`config.mk`:
```
export PLATFORM = sky130hd
export DESIGN_NAME = wsfu_cfg
export DESIGN_NICKNAME = d
export VERILOG_FILES = /design/src/rtl/wsfu_pkg.sv /design/src/rtl/wsfu_cfg.sv
export SDC_FILE = /design/constraint.sdc
export NUM_CORES = 1
export LEC_CHECK = 0
export BUFFER_PORTS_ARGS = -buffer_cell sky130_fd_sc_hd__buf_2
export CAP_MARGIN = 20
export CORE_MARGIN = 3
export CORE_UTILIZATION = 30
export DETAILED_ROUTE_END_ITERATION = 10
export PLACE_DENSITY_LB_ADDON = 0.05
export SYNTH_ARGS = -nofsm -noshare
export SYNTH_HDL_FRONTEND = slang
export SYNTH_SLANG_ARGS = --single-unit
```
`constraint.sdc`:
```
create_clock -name clk -period 0.95 [get_ports clk]
set_input_delay 0.2375 -clock clk [delete_from_list [all_inputs] [get_ports clk]]
set_output_delay 0.2375 -clock clk [all_outputs]
set_load 0.01 [all_outputs]
```
`src/rtl/wsfu_pkg.sv`:
```
package wsfu_pkg;

  // Header field constants
  localparam logic [3:0] OPC_TEXT  = 4'h1;
  localparam logic [3:0] OPC_CLOSE = 4'h8;
  localparam logic [6:0] LEN_CAP   = 7'd125;
  localparam logic [6:0] MAX_PAYLOAD_RST = 7'd124;

  // Config register map
  localparam int         ADDR_W       = 3;
  localparam logic [0:0] REG_MAX_PAYLOAD = 1'b0;

  // Frame status codes
  typedef logic [2:0] status_t;
  localparam status_t ST_TEXT      = 3'd0;
  localparam status_t ST_CLOSE     = 3'd1;
  localparam status_t ST_BAD_HDR   = 3'd2;
  localparam status_t ST_TOO_LONG  = 3'd3;
  localparam status_t ST_TRUNCATED = 3'd4;

  // Parser phase, one-hot
  typedef enum logic [4:0] {
    PH_HDR0 = 5'b00001,
    PH_HDR1 = 5'b00010,
    PH_MASK = 5'b00100,
    PH_DATA = 5'b01000,
    PH_SKIP = 5'b10000
  } phase_t;

  // Input word
  typedef struct packed {
    logic [7:0] rx_byte;
    logic       buffer_end;
  } in_word_t;

  // Result word
  typedef struct packed {
    logic       has_byte;
    logic [7:0] payload_byte;
    logic       frame_done;
    status_t    status;
  } res_word_t;

endpackage

```
`src/rtl/wsfu_cfg.sv`:
```
module wsfu_cfg
  import wsfu_pkg::*;
(
  input  logic              clk,
  input  logic              rst_n,
  input  logic              psel,
  input  logic              penable,
  input  logic              pwrite,
  input  logic [ADDR_W-1:0] paddr,
  input  logic [31:0]       pwdata,
  output logic [31:0]       prdata,
  output logic              pready,
  output logic [6:0]        max_payload
);

  logic [6:0] max_payload_r;
  logic [6:0] max_payload_nxt;
  logic       sel_max;

  assign sel_max = (paddr[ADDR_W-1] == REG_MAX_PAYLOAD);
  assign pready  = 1'b1;

  // Register write on the access cycle
  always_comb begin
    max_payload_nxt = max_payload_r;
    if (psel && penable && pwrite && sel_max) begin
      max_payload_nxt = pwdata[6:0];
    end
  end

  always_ff @(posedge clk) begin
    if (!rst_n) begin
      max_payload_r <= MAX_PAYLOAD_RST;
    end else begin
      max_payload_r <= max_payload_nxt;
    end
  end

  // Read back
  assign prdata      = sel_max ? {25'd0, max_payload_r} : 32'd0;
  assign max_payload = max_payload_r;

endmodule

```
Yosys cells after proc, flatten, opt, wreduce, memory -nomap -nowiden
Index checks and enable logic that the tools add are counted.
Word-level totals
  bits in registers: 7
  bits of input ports: 40
  output and inout port bits: 40
  word-level logic and storage cells: 6
Cells by class
  multiplexer cells: 1
  bitwise logic cells: 1
  reductions and logical operators: 3
Operators with widths (count)
  $mux W7: 1
  $logic_and A1 B1 Y1: 3
  $not A1 Y1: 1

Longest topological paths before layout
  depth in word-level cells: 3
  mapped depth: 3
  mapped depth without buffers: 2

Worst setup path before layout
Ideal clock, no wire load.
  path type: input -> register
  from: input paddr[2]
  to: register max_payload_r[0], in the netlist max_payload[0]
  library setup time: 0.072 ns
  data arrival time: 0.766 ns
  required time: 0.878 ns
  path slack: 0.112 ns
  cell stages on the path: 3
  path buffers: 1
  cells stage by stage: and4b_1 buf_6 mux2i_1
On the way
  word-level cells in the longest chain between the ends: 2
RTL lines
  from (decl): RTL line wsfu_cfg.sv:9  | input logic [ADDR_W-1:0] paddr,
  $not A1 Y1: RTL line wsfu_cfg.sv:20  | assign sel_max = (paddr[ADDR_W-1] == REG_MAX_PAYLOAD);
  $logic_and A1 B1 Y1: RTL line wsfu_cfg.sv:26  | if (psel && penable && pwrite && sel_max) begin
  to (signal assigned): RTL line wsfu_cfg.sv:35  | max_payload_r <= max_payload_nxt;
  to (decl): RTL line wsfu_cfg.sv:16  | logic [6:0] max_payload_r;
No other way between the ends.
A chain may end at the register's enable or synchronous reset.

Final worst setup path
  from: register max_payload_r[3], in the netlist max_payload[3]
  to: output prdata[3]
On the way
  word-level cells in the longest chain between the ends: 1
RTL lines
  $mux W7: RTL line wsfu_cfg.sv:40  | assign prdata = sel_max ? {25'd0, max_payload_r} : 32'd0;
  to (decl): RTL line wsfu_cfg.sv:11  | output logic [31:0] prdata,
No other way between the ends.

==> results.toml <==
[sta]
setup_ws_ns = -0.176
rsz0062_at_grt = "yes"
period_minus_slack_ns = 1.13
finClkSkew_ns = 0
drv_slew = 0
timing.setup.tns_ns = -1.49
hold_viol_final = 0
fin_crit_sh_pct = 119
final-setup-viol-count = 12
holdWs_ns = 0.230
max_freq_ghz = 0.888

[worst_setup_path]
crit_path_end_kind = "output port"
crit_required_ns = 0.71
crit_start = "max_payload[3]"
arrival_ns = 0.89
path_max_fanout = 2
critPathKind = "reg2out"
startpoint_type = "flop"
reg2reg_from = "max_payload[5]"

[synthesis]
synth.top_cell.area_share_pct = 33.8
syn-cell-area_um2 = 577
yosysWarnings = 0
synth_cell_types = 10
synth_top_cells_by_count = "26 x buf_4, 10 x nor2b_1, 7 x and2b_2, 7 x dfxtp_1, 7 x mux2i_1"
synth_seq_cells = 7
synth.avg_cell_area_um2 = 8.74
synth_top_area_cell = "buf_4"
synth_edf_count = 0
synth_top_flop_cell = "dfxtp_1"
synth.area.top_cells = "buf_4 34%, dfxtp_1 24%, mux2i_1 12%"
synth-async-reset-ratio_pct = 0
synth.most_common_cell = "buf_4"
netlist_instances = 66
yosysSeqAreaShare_pct = 24.3

[clock_tree]
root_buffer = "clkbuf_4"
numCtsBuffers = 3
clk_pin_slew_ns = 0.06
numClockSinks = 7
clk_latency_ns = 0.24
cts_tree = "built"
cts_hold_buffers = 0
htreeDepth = 1
cts_buffer_depth = 2

[global_route]
grt_pass1_vias = 364
gr-usage-all-layers_pct = 9.27
grt_max_degree = 15
grt_remaining_overflow = 0
grt_pass1_wl_um = 1710
antenna_found_initial = 0

[cells_and_area]
largest_reg_flops = 7
multi_input_area_um2 = 317
regArea_um2 = 149
diodes = 0
instances_no_fill = 127
final_cell_area_um2 = 826
nFillCells = 200
drive_gt1_share_pct = 52.0
area_delta_synth_final_pct = 43.2
fin_nets = 143

[route]
vias = 462
ant_nets = 0
drt_iter0_drc = 1
drt_wl_total_um = 1190
drc = 0
first_pass_iters = 2
wl_per_cell_um = 9.36
via_per_inst = 3.64

[die]
die-area_um2 = 2490
num_rows = 15
dieWidth_um = 49.9
ios = 80
coreArea_um2 = 1760
die_y_um = 49.9
floorplan.initialDensity_pct = 32.7

[placed_design]
portBuffers = 26
dp_hpwl_um = 824
dp_cells = 115
routabilityCongestion = 0.607
post_dp_cell_area_um2 = 633

[power_and_ir_drop]
power_leakage_nw = 0.411
power.total_w = 0.000784
irDropWorstVdd_v = 0.000546
p_per_area_nw_per_um2 = 949

[min_path]
holdCritStartpoint = "pwdata[0]"
min-delay-path-class = "in2reg"

[status]
failed_checks = "negative setup slack"
outcome = "complete, but fails checks"

[flow_run]
drv_cap = 0
-- power by group --
part | internal (W) | switching, W
clock network | 0.000161 | 0.000123
logic | 0.0000943 | 0.000100
registers | 0.000301 | 0.00000420
-- critical path, cell delays in order (launching register included) --
cell and delay, ns:
dfxtp_2 0.33, and2b_2 0.19, buf_6 0.11
-- per-layer routing --
layer	vias to the layer above	share of wire, %	track usage [%]
met5	-	0	0
met4	0	1.2	4.15
met3	2	11	2.72
met2	33	48	13.7
li1	226	-	-
met1	201	39	12.4
-- cells in the final DEF (no fill, tap or decap) --
| cell | netlist | final |
|---|---|---|
| nor2b_1 | 10 | 10 |
| clkbuf_4 | 0 | 3 |
| and4b_1 | 1 | 1 |
| and2b_2 | 7 | 7 |
| nand2_1 | 4 | 4 |
| dfxtp_2 | 0 | 7 |
| buf_4 | 26 | 4 |
| mux2i_1 | 7 | 7 |
| buf_6 | 1 | 18 |
| clkbuf_1 | 1 | 1 |
| buf_2 | 0 | 14 |
| conb_1 | 2 | 26 |
-- logic make-up (layout without fill, tap and decap cells) --
family	after synthesis	after routing	share of synthesized area, %
multiplexers	7	7	12.1
other	2	26	1.30
AND/OR/NAND/NOR	22	22	25.8
flip-flops	7	7	24.3
buffers and inverters	28	40	36.4
-- worst paths after layout --
check                   endpoint  cells past startpoint  slack, ns
hold / removal    max_payload[0]                      3       0.23
setup reg to reg  max_payload[5]                      5       0.04
setup / recovery       prdata[3]                      2      -0.18
hold reg to reg   max_payload[0]                      2       0.46
-- per-stage QoR --
step,worst slack (ns),util (%)
floorplan,0.112,-
global placement,-0.157,35.9
detailed placement,-0.159,35.9
CTS,-0.176,46.2
global route,-0.200,46.8
finish,-0.176,46.8
-- timing repair --
item,in CTS,in global routing
pin swaps,0,0
buffers inserted,7,1
resized for setup,24,1
setup endpoints to repair,14,14
-- area by class of cell --
class / instances / area share [%]
multi-input cells: 55 / 38.3
repair buffers: 36 / 36.7
flip-flops and latches: 7 / 18.0
well taps: 25 / 3.79
clock buffers: 4 / 3.18
No activity file was read; power rests on OpenSTA's default activity.
