--- config.mk ---
export PLATFORM = sky130hd
export DESIGN_NAME = wsfu_parser
export DESIGN_NICKNAME = d
export VERILOG_FILES = /design/src/rtl/wsfu_pkg.sv /design/src/rtl/wsfu_parser.sv
export SDC_FILE = /design/constraint.sdc
export NUM_CORES = 1
export LEC_CHECK = 0
export ABC_AREA = 1
export BUFFER_PORTS_ARGS = -buffer_cell sky130_fd_sc_hd__buf_2
export CORE_ASPECT_RATIO = 0.6
export CORE_UTILIZATION = 40
export DETAILED_ROUTE_END_ITERATION = 16
export MAX_ROUTING_LAYER = met4
export PLACE_DENSITY = 0.61
export REMOVE_ABC_BUFFERS = 1
export SYNTH_ARGS = -nofsm -noshare
export SYNTH_HDL_FRONTEND = slang
export SYNTH_SLANG_ARGS = --single-unit
--- constraint.sdc ---
create_clock -name clk -period 3.4 [get_ports clk]
set_clock_uncertainty 0.15 [all_clocks]
set_input_delay 0.68 -clock clk [delete_from_list [all_inputs] [get_ports clk]]
set_output_delay 0.68 -clock clk [all_outputs]
set_load 0.05 [all_outputs]
--- src/rtl/wsfu_pkg.sv ---
package wsfu_pkg;

  // Header field constants
  localparam logic [3:0] OPC_TEXT  = 4'h1;
  localparam logic [3:0] OPC_CLOSE = 4'h8;
  localparam logic [6:0] LEN_CAP   = 7'd125;
  localparam logic [6:0] MAX_PAYLOAD_RST = 7'd124;

  // Config register map
  localparam int         ADDR_W       = 3;
  localparam logic [0:0] REG_MAX_PAYLOAD = 1'b0;

  // Frame status codes
  typedef logic [2:0] status_t;
  localparam status_t ST_TEXT      = 3'd0;
  localparam status_t ST_CLOSE     = 3'd1;
  localparam status_t ST_BAD_HDR   = 3'd2;
  localparam status_t ST_TOO_LONG  = 3'd3;
  localparam status_t ST_TRUNCATED = 3'd4;

  // Parser phase, one-hot
  typedef enum logic [4:0] {
    PH_HDR0 = 5'b00001,
    PH_HDR1 = 5'b00010,
    PH_MASK = 5'b00100,
    PH_DATA = 5'b01000,
    PH_SKIP = 5'b10000
  } phase_t;

  // Input word
  typedef struct packed {
    logic [7:0] rx_byte;
    logic       buffer_end;
  } in_word_t;

  // Result word
  typedef struct packed {
    logic       has_byte;
    logic [7:0] payload_byte;
    logic       frame_done;
    status_t    status;
  } res_word_t;

endpackage

--- src/rtl/wsfu_parser.sv ---
module wsfu_parser
  import wsfu_pkg::*;
(
  input  logic      clk,
  input  logic      rst_n,
  input  logic      word_valid,
  input  in_word_t  word,
  input  logic      advance,
  input  logic [6:0] max_payload,
  output logic      res_valid,
  output res_word_t res
);

  phase_t      phase_r,    phase_nxt;
  logic [6:0]  count_r,    count_nxt;
  logic [6:0]  len_r,      len_nxt;
  logic [31:0] mask_r,     mask_nxt;
  logic        mask_en_r,  mask_en_nxt;
  logic        close_r,    close_nxt;
  logic        oversize_r, oversize_nxt;

  logic [7:0]  rx;
  logic        last;
  logic [3:0]  opc;
  logic [6:0]  lim;
  logic [6:0]  count_inc;
  logic [7:0]  mask_byte;
  logic        deliver;
  status_t     done_st;
  logic        step;

  assign rx        = word.rx_byte;
  assign last      = word.buffer_end;
  assign opc       = rx[3:0];
  assign lim       = (max_payload > LEN_CAP) ? LEN_CAP : max_payload;
  assign count_inc = count_r + 7'd1;
  assign deliver   = !oversize_r && !close_r;
  assign done_st   = oversize_r ? ST_TOO_LONG : (close_r ? ST_CLOSE : ST_TEXT);
  assign step      = word_valid && advance;

  // Mask byte for the current payload position
  always_comb begin
    case (count_r[1:0])
      2'd0:    mask_byte = mask_r[7:0];
      2'd1:    mask_byte = mask_r[15:8];
      2'd2:    mask_byte = mask_r[23:16];
      default: mask_byte = mask_r[31:24];
    endcase
  end

  // Frame parse: next state and result for one byte
  always_comb begin
    phase_nxt    = phase_r;
    count_nxt    = count_r;
    len_nxt      = len_r;
    mask_nxt     = mask_r;
    mask_en_nxt  = mask_en_r;
    close_nxt    = close_r;
    oversize_nxt = oversize_r;
    res_valid    = 1'b0;
    res          = '0;

    case (phase_r)
      PH_HDR0: begin
        if (!rx[7] || (opc != OPC_TEXT && opc != OPC_CLOSE)) begin
          res_valid  = 1'b1;
          res.frame_done = 1'b1;
          res.status = ST_BAD_HDR;
          phase_nxt  = last ? PH_HDR0 : PH_SKIP;
        end else begin
          close_nxt = (opc == OPC_CLOSE);
          if (last) begin
            res_valid  = 1'b1;
            res.frame_done = 1'b1;
            res.status = ST_TRUNCATED;
            phase_nxt  = PH_HDR0;
          end else begin
            phase_nxt = PH_HDR1;
          end
        end
      end
      PH_HDR1: begin
        mask_en_nxt  = rx[7];
        len_nxt      = rx[6:0];
        oversize_nxt = (rx[6:0] > lim);
        count_nxt    = 7'd0;
        mask_nxt     = 32'd0;
        if (last) begin
          res_valid  = 1'b1;
          res.frame_done = 1'b1;
          res.status = ST_TRUNCATED;
          phase_nxt  = PH_HDR0;
        end else begin
          phase_nxt = PH_MASK;
        end
      end
      PH_MASK: begin
        if (mask_en_r) begin
          case (count_r[1:0])
            2'd0:    mask_nxt[7:0]   = rx;
            2'd1:    mask_nxt[15:8]  = rx;
            2'd2:    mask_nxt[23:16] = rx;
            default: mask_nxt[31:24] = rx;
          endcase
        end
        count_nxt = count_inc;
        if (count_r[1:0] == 2'd3) begin
          count_nxt = 7'd0;
          if (len_r == 7'd0) begin
            // empty payload completes the frame here
            res_valid  = 1'b1;
            res.frame_done = 1'b1;
            res.status = done_st;
            phase_nxt  = last ? PH_HDR0 : PH_SKIP;
          end else if (last) begin
            res_valid  = 1'b1;
            res.frame_done = 1'b1;
            res.status = ST_TRUNCATED;
            phase_nxt  = PH_HDR0;
          end else begin
            phase_nxt = PH_DATA;
          end
        end else if (last) begin
          res_valid  = 1'b1;
          res.frame_done = 1'b1;
          res.status = ST_TRUNCATED;
          phase_nxt  = PH_HDR0;
        end
      end
      PH_DATA: begin
        count_nxt = count_inc;
        if (count_inc == len_r) begin
          res_valid        = 1'b1;
          res.has_byte     = deliver;
          res.payload_byte = deliver ? (rx ^ mask_byte) : 8'd0;
          res.frame_done   = 1'b1;
          res.status       = done_st;
          phase_nxt        = last ? PH_HDR0 : PH_SKIP;
        end else if (last) begin
          res_valid  = 1'b1;
          res.frame_done = 1'b1;
          res.status = ST_TRUNCATED;
          phase_nxt  = PH_HDR0;
        end else if (deliver) begin
          res_valid        = 1'b1;
          res.has_byte     = 1'b1;
          res.payload_byte = rx ^ mask_byte;
        end
      end
      PH_SKIP: begin
        if (last) begin
          phase_nxt = PH_HDR0;
        end
      end
      default: begin
        phase_nxt = PH_HDR0;
      end
    endcase
  end

  always_ff @(posedge clk) begin
    if (!rst_n) begin
      phase_r    <= PH_HDR0;
      count_r    <= 7'd0;
      len_r      <= 7'd0;
      mask_r     <= 32'd0;
      mask_en_r  <= 1'b0;
      close_r    <= 1'b0;
      oversize_r <= 1'b0;
    end else if (step) begin
      phase_r    <= phase_nxt;
      count_r    <= count_nxt;
      len_r      <= len_nxt;
      mask_r     <= mask_nxt;
      mask_en_r  <= mask_en_nxt;
      close_r    <= close_nxt;
      oversize_r <= oversize_nxt;
    end
  end

endmodule

Word-level counts from Yosys, hierarchy flattened --
Cells that the tools add are included.
Storage, ports and cells: register bits after elaboration 54, output and inout bits 14, word-level logic and storage cells 91
Operators by class: add/subtract/negate cells 1, $lt $le $gt $ge 2, equality and inequality tests 17, muxes and demuxes 40, bitwise logic cells 2, reductions and logical operators 19
Operator list (count):
- one-hot mux 32 bit (2 select lines) | 1
- 2-to-1 mux 8 bit | 5
- 2-to-1 mux 32 bit | 1
- 2-to-1 mux 5 bit | 6
- 2-to-1 mux 9 bit | 3
- one-hot mux 5 bit (5 select lines) | 1
- one-hot mux 8 bit (3 select lines) | 1
- one-hot mux 7 bit (3 select lines) | 1
- 2-to-1 mux 4 bit | 5
- one-hot mux 4 bit (4 select lines) | 1
- AND reduction 4 bit | 4
- 2-to-1 mux 7 bit | 2
- 2-to-1 mux 13 bit | 1
- 2-to-1 mux 1 bit | 8
- XOR 8 bit | 1
- adder 7 x 1 -> 7 bit, second input constant | 1
- == test 7 bit | 1
- > comparator 7 bit | 1
- > comparator 7 bit, second input constant | 1
- zero test 7 bit | 1
- inequality test 2 x 1 -> 1 bit, second input constant | 3
- == test 5 x 1 -> 1 bit, second input constant | 1
- == test 5 x 2 -> 1 bit, second input constant | 1
- == test 5 x 3 -> 1 bit, second input constant | 1
- 21 further kinds | 29

Longest topological paths before layout --
Gate-level depths: netlist of the first run.
depth after elaboration 7, mapped depth 14, mapped depth without buffers 14

Least setup slack after synthesis of the first run --
OpenSTA, ideal clock, no wires.
kind reg2out, start point register count_r[0], end point output res[10] in the netlist's numbering, arrival time 2.647 ns, path slack -0.077 ns, stages on the path, launching flop included 14, buffers on the path 2, cell sequence dfxtp_1 > ha_1 > buf_2 > inv_1 > clkbuf_1 > ha_1 > xnor2_1 > nor2_1 > nand2_1 > nor2_1 > nand2_1 > nand2_1 > nand3_2 > nor2_1
RTL lines:
- start, declared | line wsfu_parser.sv:15 | logic [6:0] count_r, count_nxt;
- start signal, assigned | line wsfu_parser.sv:172 | count_r <= count_nxt;
- end, declared | line wsfu_parser.sv:11 | output res_word_t res

==> summary.txt, run 1 <==
Outcome -> completed
First-pass GRT wire length -> 14,630 um
Final cycle utilization of the critical path -> 96.03%
Slew headroom -> 56.27%
Setup crit start kind -> flop
Final Setup Violations -> 0
Power Total -> 0.001274 W
Ant diodes -> 0
Peak supply drop -> 0.2055 mV
Layout cells sized above 1 -> 17.00%
Post-route ant nets -> 0
Cell Rows -> 24
Worst path required time -> 2.57 ns
Dominant register cell in the synthesized netlist -> dfxtp_1
FILL cells -> 759
Routed WL -> 9277 um
Gpl congestion -> 0.8971
Nets -> 537
Async set-reset flop share out of synthesis -> 0%
Setup tns final -> 0 ns
Ys Warns -> 0
Largest net degree at the start of global routing -> 34
HP Class -> reg -> reg
DR vias -> 3,178
Total CTS buffers -> 5
Final slew viol count -> 0
Clk root buf -> clkbuf_16
Vias in the first global route -> 2,803
Register Area -> 1089 um2
GRT Total Usage -> 24.58%
Clk Latency, worst-skew pair -> 0.30 ns
CTS sink cnt -> 54
Core ar. -> 7417 um2
Die H -> 70.49 um
Fin util -> 49.90%
Port Buffers -> 33
Average size of a mapped cell -> 6.681 um2
Area Overhead vs Synth -> 18.37%
Critical Path AT -> 2.44 ns
Number of synthesized flops with an enable pin -> 0
Antenna violations before repair -> 0
Top-Level Pins -> 34
Synth cell types -> 31
Leakage power -> 1.624 nW
Initial Util -> 42.16%
Worst R2R Setup Slack -> 1.32 ns
Synth Register Bits -> 54
WS Path Type -> reg -> out
Critical R2R Launch -> count_r[0]
Hold Buf Count CTS -> 0
Pwr dens -> 344.2 nW/um2
CP endpoint -> res[4]
Critical path endpoint category -> primary output
CTS clock-pin slew for the worst setup and hold paths -> 0.07 ns
Multi-input logic area -> 1879 um2
Crit Path Max Fanout -> 5
H-Tree Depth -> 2
Area of the mapped netlist -> 3127 um2
Worst slew pin tran -> 0.6535 ns
Syn Inst Count -> 468
Post-DR wirelength/cell -> 15.21 um
Max Cap Viol -> 0
Sequential fraction of the synthesis area -> 34.57%
Width of the chip -> 116.1 um
Drt first pass iters -> 4
Worst-case reg-to-reg path depth -> 11
DRC errors left -> 0
DIE AREA -> 8186 um2
Fmax -> 306.3 MHz
Clock Path Buffers -> 2
Crit path from -> count_r[0]
CTS tree -> done
Congestion Overflow GR -> 0
Drt initial violations -> 256
HPWL reported at the end of detailed placement -> 6774 um
Period minus WS final -> 3.265 ns
Reg2reg end -> phase_r[4]
Number of vias per cell -> 5.210
Final hold vios -> 0
## cells in the mapped netlist, drive strengths merged (3+ instances only)
| cell | number | share of area (%) |
|---|---|---|
| a21oi | 35 | 5.6 |
| a22oi | 3 | 0.72 |
| buf | 3 | 0.56 |
| clkbuf | 8 | 0.96 |
| dfxtp | 54 | 35 |
| ha | 12 | 4.8 |
| inv | 53 | 6.4 |
| nand2 | 90 | 11 |
| nand3 | 29 | 4.8 |
| nand4 | 5 | 2.0 |
| nor2 | 94 | 12 |
| nor3 | 3 | 0.84 |
| nor4 | 3 | 0.80 |
| o211ai | 5 | 1.2 |
| o21ai | 55 | 9.2 |
| xnor2 | 3 | 0.84 |
| xor2 | 10 | 2.8 |
## cells in the final DEF (no fill, tap or decap), types with 2 or more instances in the layout
cell       Yosys  final
o21ai_1        3      3
xor2_1        10     10
nand4_4        2      2
dfxtp_1       54     52
nand4_1        3      3
dfxtp_4        0      2
nand2_2        5      6
a22oi_1        3      3
inv_2          8      8
nor2_4         3      8
nand3_1       28     28
buf_4          1     10
xnor2_1        3      3
nor4_1         2      2
nand2_1       85     83
clkinv_2       0      2
nor2_2         1      2
nor2_1        90     84
inv_1         45     45
nor3_1         2      2
ha_1          12     11
buf_2          2     25
o21ai_0       49     49
o211ai_1       5      5
o21ai_2        3      3
a21oi_1       35     35
buf_6          0      4
clkbuf_16      0      5
## state kept, by name, indices dropped and copies added, names as in the netlist
register and flops:
mask_r 32, count_r 7, len_r 7, phase_r 5
close_r 1, mask_en_r 1, oversize_r 1
## layout make-up
| type | instances | area share [%] |
|---|---|---|
| multi-input combinational | 351 | 50.78 |
| sequential | 54 | 29.41 |
| timing repair buffer | 40 | 7.032 |
| inverter | 53 | 5.375 |
| tap | 104 | 3.516 |
| clock buffer | 5 | 3.381 |
| clock inverter | 3 | 0.5071 |
## worst min-delay path by stage
stage,start,endpoint,slack (ns),depth (start not counted)
detailed placement,mask_r[2],mask_r[2],0.30,2
CTS,mask_r[2],mask_r[2],0.31,2
global placement,mask_r[2],mask_r[2],0.29,2
floorplan,mask_r[0],mask_r[0],0.28,2
global route,mask_r[2],mask_r[2],0.34,2
finish,mask_r[2],mask_r[2],0.31,2
## critical path: stages (launching register included)
cell	delay, ns
dfxtp_4	0.38
inv_1	0.10
ha_1	0.35
xnor2_1	0.15
nand2_1	0.07
nor2_1	0.10
nand2_1	0.07
nor2_2	0.13
nand2_2	0.11
nand2_4	0.11
nand3_4	0.20
nor2_4	0.21
buf_8	0.16
## cell families after synthesis
kind of cell | Yosys count | share of synthesized area, %
adder cells (fa/ha/maj) | 12 | 4.802
XOR/XNOR | 13 | 3.641
AO/OA/AOI/OAI | 100 | 17.21
buffers and inverters | 64 | 7.883
AND/OR/NAND/NOR | 225 | 31.89
flip-flops | 54 | 34.57
## layer usage
layer | vias to the layer above | wire length, um | track usage [%]
met5 | - | 0 | -
met4 | 0 | 97 | 6.980
met3 | 6 | 671 | 4.774
met2 | 110 | 3638 | 31.68
met1 | 1463 | 4870 | 37.62
li1 | 1599 | - | -
## power breakdown
part	internal, W	switching, W
logic	0.0000354	0.0000815
registers	0.000632	0.00000165
clock network	0.000274	0.000249
## metrics by stage
stage,instances,hold slack [ns],instance area [um2],setup slack [ns]
floorplan,457,0.2793,3079,-0.01253
global placement,598,0.2929,3405,0.2359
detailed placement,598,0.2959,3405,0.08619
CTS,606,0.3067,3583,0.03381
global route,610,0.3400,3701,-0.02917
finish,610,0.3057,3701,0.1349
## repair_timing
action | 4_1_cts | 5_1_grt
pin swaps | 0 | 5
endpoints found under the hold margin | 0 | 0
buffers inserted | 0 | 3
endpoints found under the setup margin | 9 | 13
resized for setup | 13 | 22
cloned | 0 | 1
Note: power is estimated with default switching activity, not from simulation.
==> inputs of run 2 (changes only) <==
--- a/config.mk
+++ b/config.mk
@@ -6,12 +6,13 @@
 export NUM_CORES = 1
 export LEC_CHECK = 0
 export ABC_AREA = 1
-export BUFFER_PORTS_ARGS = -buffer_cell sky130_fd_sc_hd__buf_2
 export CORE_ASPECT_RATIO = 0.6
-export CORE_UTILIZATION = 40
+export CORE_MARGIN = 3
+export CORE_UTILIZATION = 46
 export DETAILED_ROUTE_END_ITERATION = 16
+export DONT_BUFFER_PORTS = 1
 export MAX_ROUTING_LAYER = met4
-export PLACE_DENSITY = 0.61
+export PLACE_DENSITY = 0.64
 export REMOVE_ABC_BUFFERS = 1
 export SYNTH_ARGS = -nofsm -noshare
 export SYNTH_HDL_FRONTEND = slang
==> run 2 against run 1 <==
Clock-buffer cell count rose by 1. Non-clock buffer count decreased by 23. Global-route usage fell by 1.8 points. First-iteration DRC count up 5.1%. Core utilization grew 7.8 points. Final cell count shrank 7.0%. Routed wire length is 4.5% lower. Sequential power is essentially flat. Critical endpoint unchanged. Largest cell class unchanged. Largest power group unchanged.
==> summary.txt, run 2 (synthesis gave the netlist of run 1 again) <==
Width of the chip -> 112.4 um (-3.2%)
Clk root buf -> clkbuf_16
Register Area -> 1089 um2 (unchanged)
DIE AREA -> 7855 um2 (-4.0%)
Multi-input logic area -> 1907 um2 (+1.5%)
Nets -> 514 (-4.3%)
Top-Level Pins -> 34 (unchanged)
Gpl congestion -> 0.9226 (+2.8%)
DRC errors left -> 0 (unchanged)
HPWL reported at the end of detailed placement -> 6665 um (-1.6%)
Initial Util -> 49.39% (+7.2 points)
DP Worst Slack -> 0.2393 ns (+0.1532 ns)
Port Buffers -> 0 (-100%)
Layout cells sized above 1 -> 13.46% (-3.5 points)
Post-DR wirelength/cell -> 15.63 um (+2.8%)
Final hold vios -> 0 (unchanged)
Fmax -> 308.5 MHz (+0.73%)
Antenna violations before repair -> 0 (unchanged)
Placed Instances -> 557 (-6.9%)
Post-route ant nets -> 0 (unchanged)
Largest net degree at the start of global routing -> 45 (+32%)
Total CTS buffers -> 5 (unchanged)
GRT Total Usage -> 22.79% (-1.8 points)
Clk Latency, worst-skew pair -> 0.29 ns (about the same)
Drt initial violations -> 269 (+5.1%)
Ant diodes -> 0 (unchanged)
FILL cells -> 634 (-16%)
Final Setup Violations -> 0 (unchanged)
Peak supply drop -> 0.1766 mV (-14%)
Drt first pass iters -> 5 (+1)
HP Class -> reg -> reg
Placed cell area -> 3354 um2 (-1.5%)
Period minus WS final -> 3.241 ns (-0.02361 ns)
Final slew viol count -> 0 (unchanged)
Biggest regs -> mask_r (32), count_r (7), len_r (7)
Largest Register -> mask_r
Die H -> 69.86 um (-0.89%)
First-pass GRT wire length -> 14,090 um (-3.7%)
Critical path endpoint category -> primary output
Outcome -> completed
Critical Path AT -> 2.41 ns (-0.03 ns)
H-Tree Depth -> 2 (unchanged)
Hold Buf Count CTS -> 0 (unchanged)
Setup WS post-layout -> 0.1586 ns (+0.02361 ns)
Setup crit start kind -> flop
Worst slew pin tran -> 0.9417 ns (+0.2881 ns)
Most frequent cells in the layout -> 83 x nand2_1, 83 x nor2_1, 52 x dfxtp_1, 49 x o21ai_0, 45 x inv_1
DR vias -> 3,089 (-2.8%)
Setup tns final -> 0 ns (unchanged)
Worst path required time -> 2.57 ns (about the same)
Slew headroom -> 36.99% (-19 points)
CTS clock-pin slew for the worst setup and hold paths -> 0.07 ns (about the same)
Design Area, Final -> 3655 um2 (-1.3%)
Pwr dens -> 346.2 nW/um2 (+0.59%)
Area Overhead vs Synth -> 16.89%
Crit Path Max Fanout -> 6 (+1)
Vias in the first global route -> 2,723 (-2.9%)
Clock Path Buffers -> 2 (unchanged)
Post-Layout Cell Count -> 567 (-7.0%)
Cell Rows -> 22 (-8.3%)
Fin util -> 57.73% (+7.8 points)
Final cycle utilization of the critical path -> 95.34% (-0.69 points)
WS Path Type -> reg -> out
Congestion Overflow GR -> 0 (unchanged)
Routed WL -> 8862 um (-4.5%)
Largest register FFs -> 32 (unchanged)
Max Cap Viol -> 0 (unchanged)
CTS sink cnt -> 54 (unchanged)
Leakage power -> 1.554 nW (-4.3%)
CTS tree -> done
Number of vias per cell -> 5.448 (+4.6%)
Core ar. -> 6331 um2 (-15%)
run 2: changes by cell type in the layout (fill, tap and decap cells not counted), sizes merged:
cell / before / now
clkbuf: 5 / 6
clkinvlp: 0 / 1
inv: 54 / 53
clkinv: 2 / 1
buf: 40 / 17
run 2: final timing paths:
path,start,endpoint,slack (ns),depth (start not counted)
worst min register to register,mask_r[0],mask_r[0],0.31,2
worst max register to register,phase_r[4],oversize_r,1.33,6
worst max-delay path,count_r[1],res[4],0.16,12
worst min-delay path,mask_r[0],mask_r[0],0.31,2
run 2: final cells by class:
type,count,area share (%)
clock inverters,2,0.3423
repair buffers,17,5.580
multi-input cells,351,52.17
inverters,53,5.443
flip-flops and latches,54,29.78
well taps,84,2.876
clock buffers,6,3.800
run 2: critical path, stage by stage (launching register included):
cell     delay (ns)
dfxtp_4        0.39
ha_4           0.15
inv_1          0.05
ha_1           0.29
xnor2_1        0.13
nor2_1         0.10
nand2_1        0.09
nor2_4         0.14
nand2_2        0.10
nand2_4        0.12
nand3_4        0.20
nor2_4         0.19
buf_8          0.15
run 2: through the flow:
step | total power [W] | hold slack (ns)
3_5_place_dp | 0.0007512 | 0.2984
6_report | 0.001265 | 0.3060
4_1_cts | 0.001275 | 0.3076
3_3_place_gp | 0.0007488 | 0.2915
5_1_grt | 0.001313 | 0.3368
2_1_floorplan | 0.0007200 | 0.2793
run 2: repair_timing:
action,in CTS,in global routing
cloned,0,1
pin swaps,0,2
resized for setup,2,30
setup buffers,0,1
endpoints found under the setup margin,9,13
run 2: per-layer routing:
| metal | global-route usage, % | wire, um |
|---|---|---|
| met5 | - | 0 |
| met4 | 3.333 | 51 |
| met3 | 5.368 | 791 |
| met2 | 29.77 | 3320 |
| met1 | 35.56 | 4699 |
run 2: report_power, final:
part / switching [W] / total [W] / internal, W
registers: 0.00000182 / 0.000634 / 0.000632
clock network: 0.000234 / 0.000526 / 0.000292
logic: 0.0000653 / 0.000105 / 0.0000396
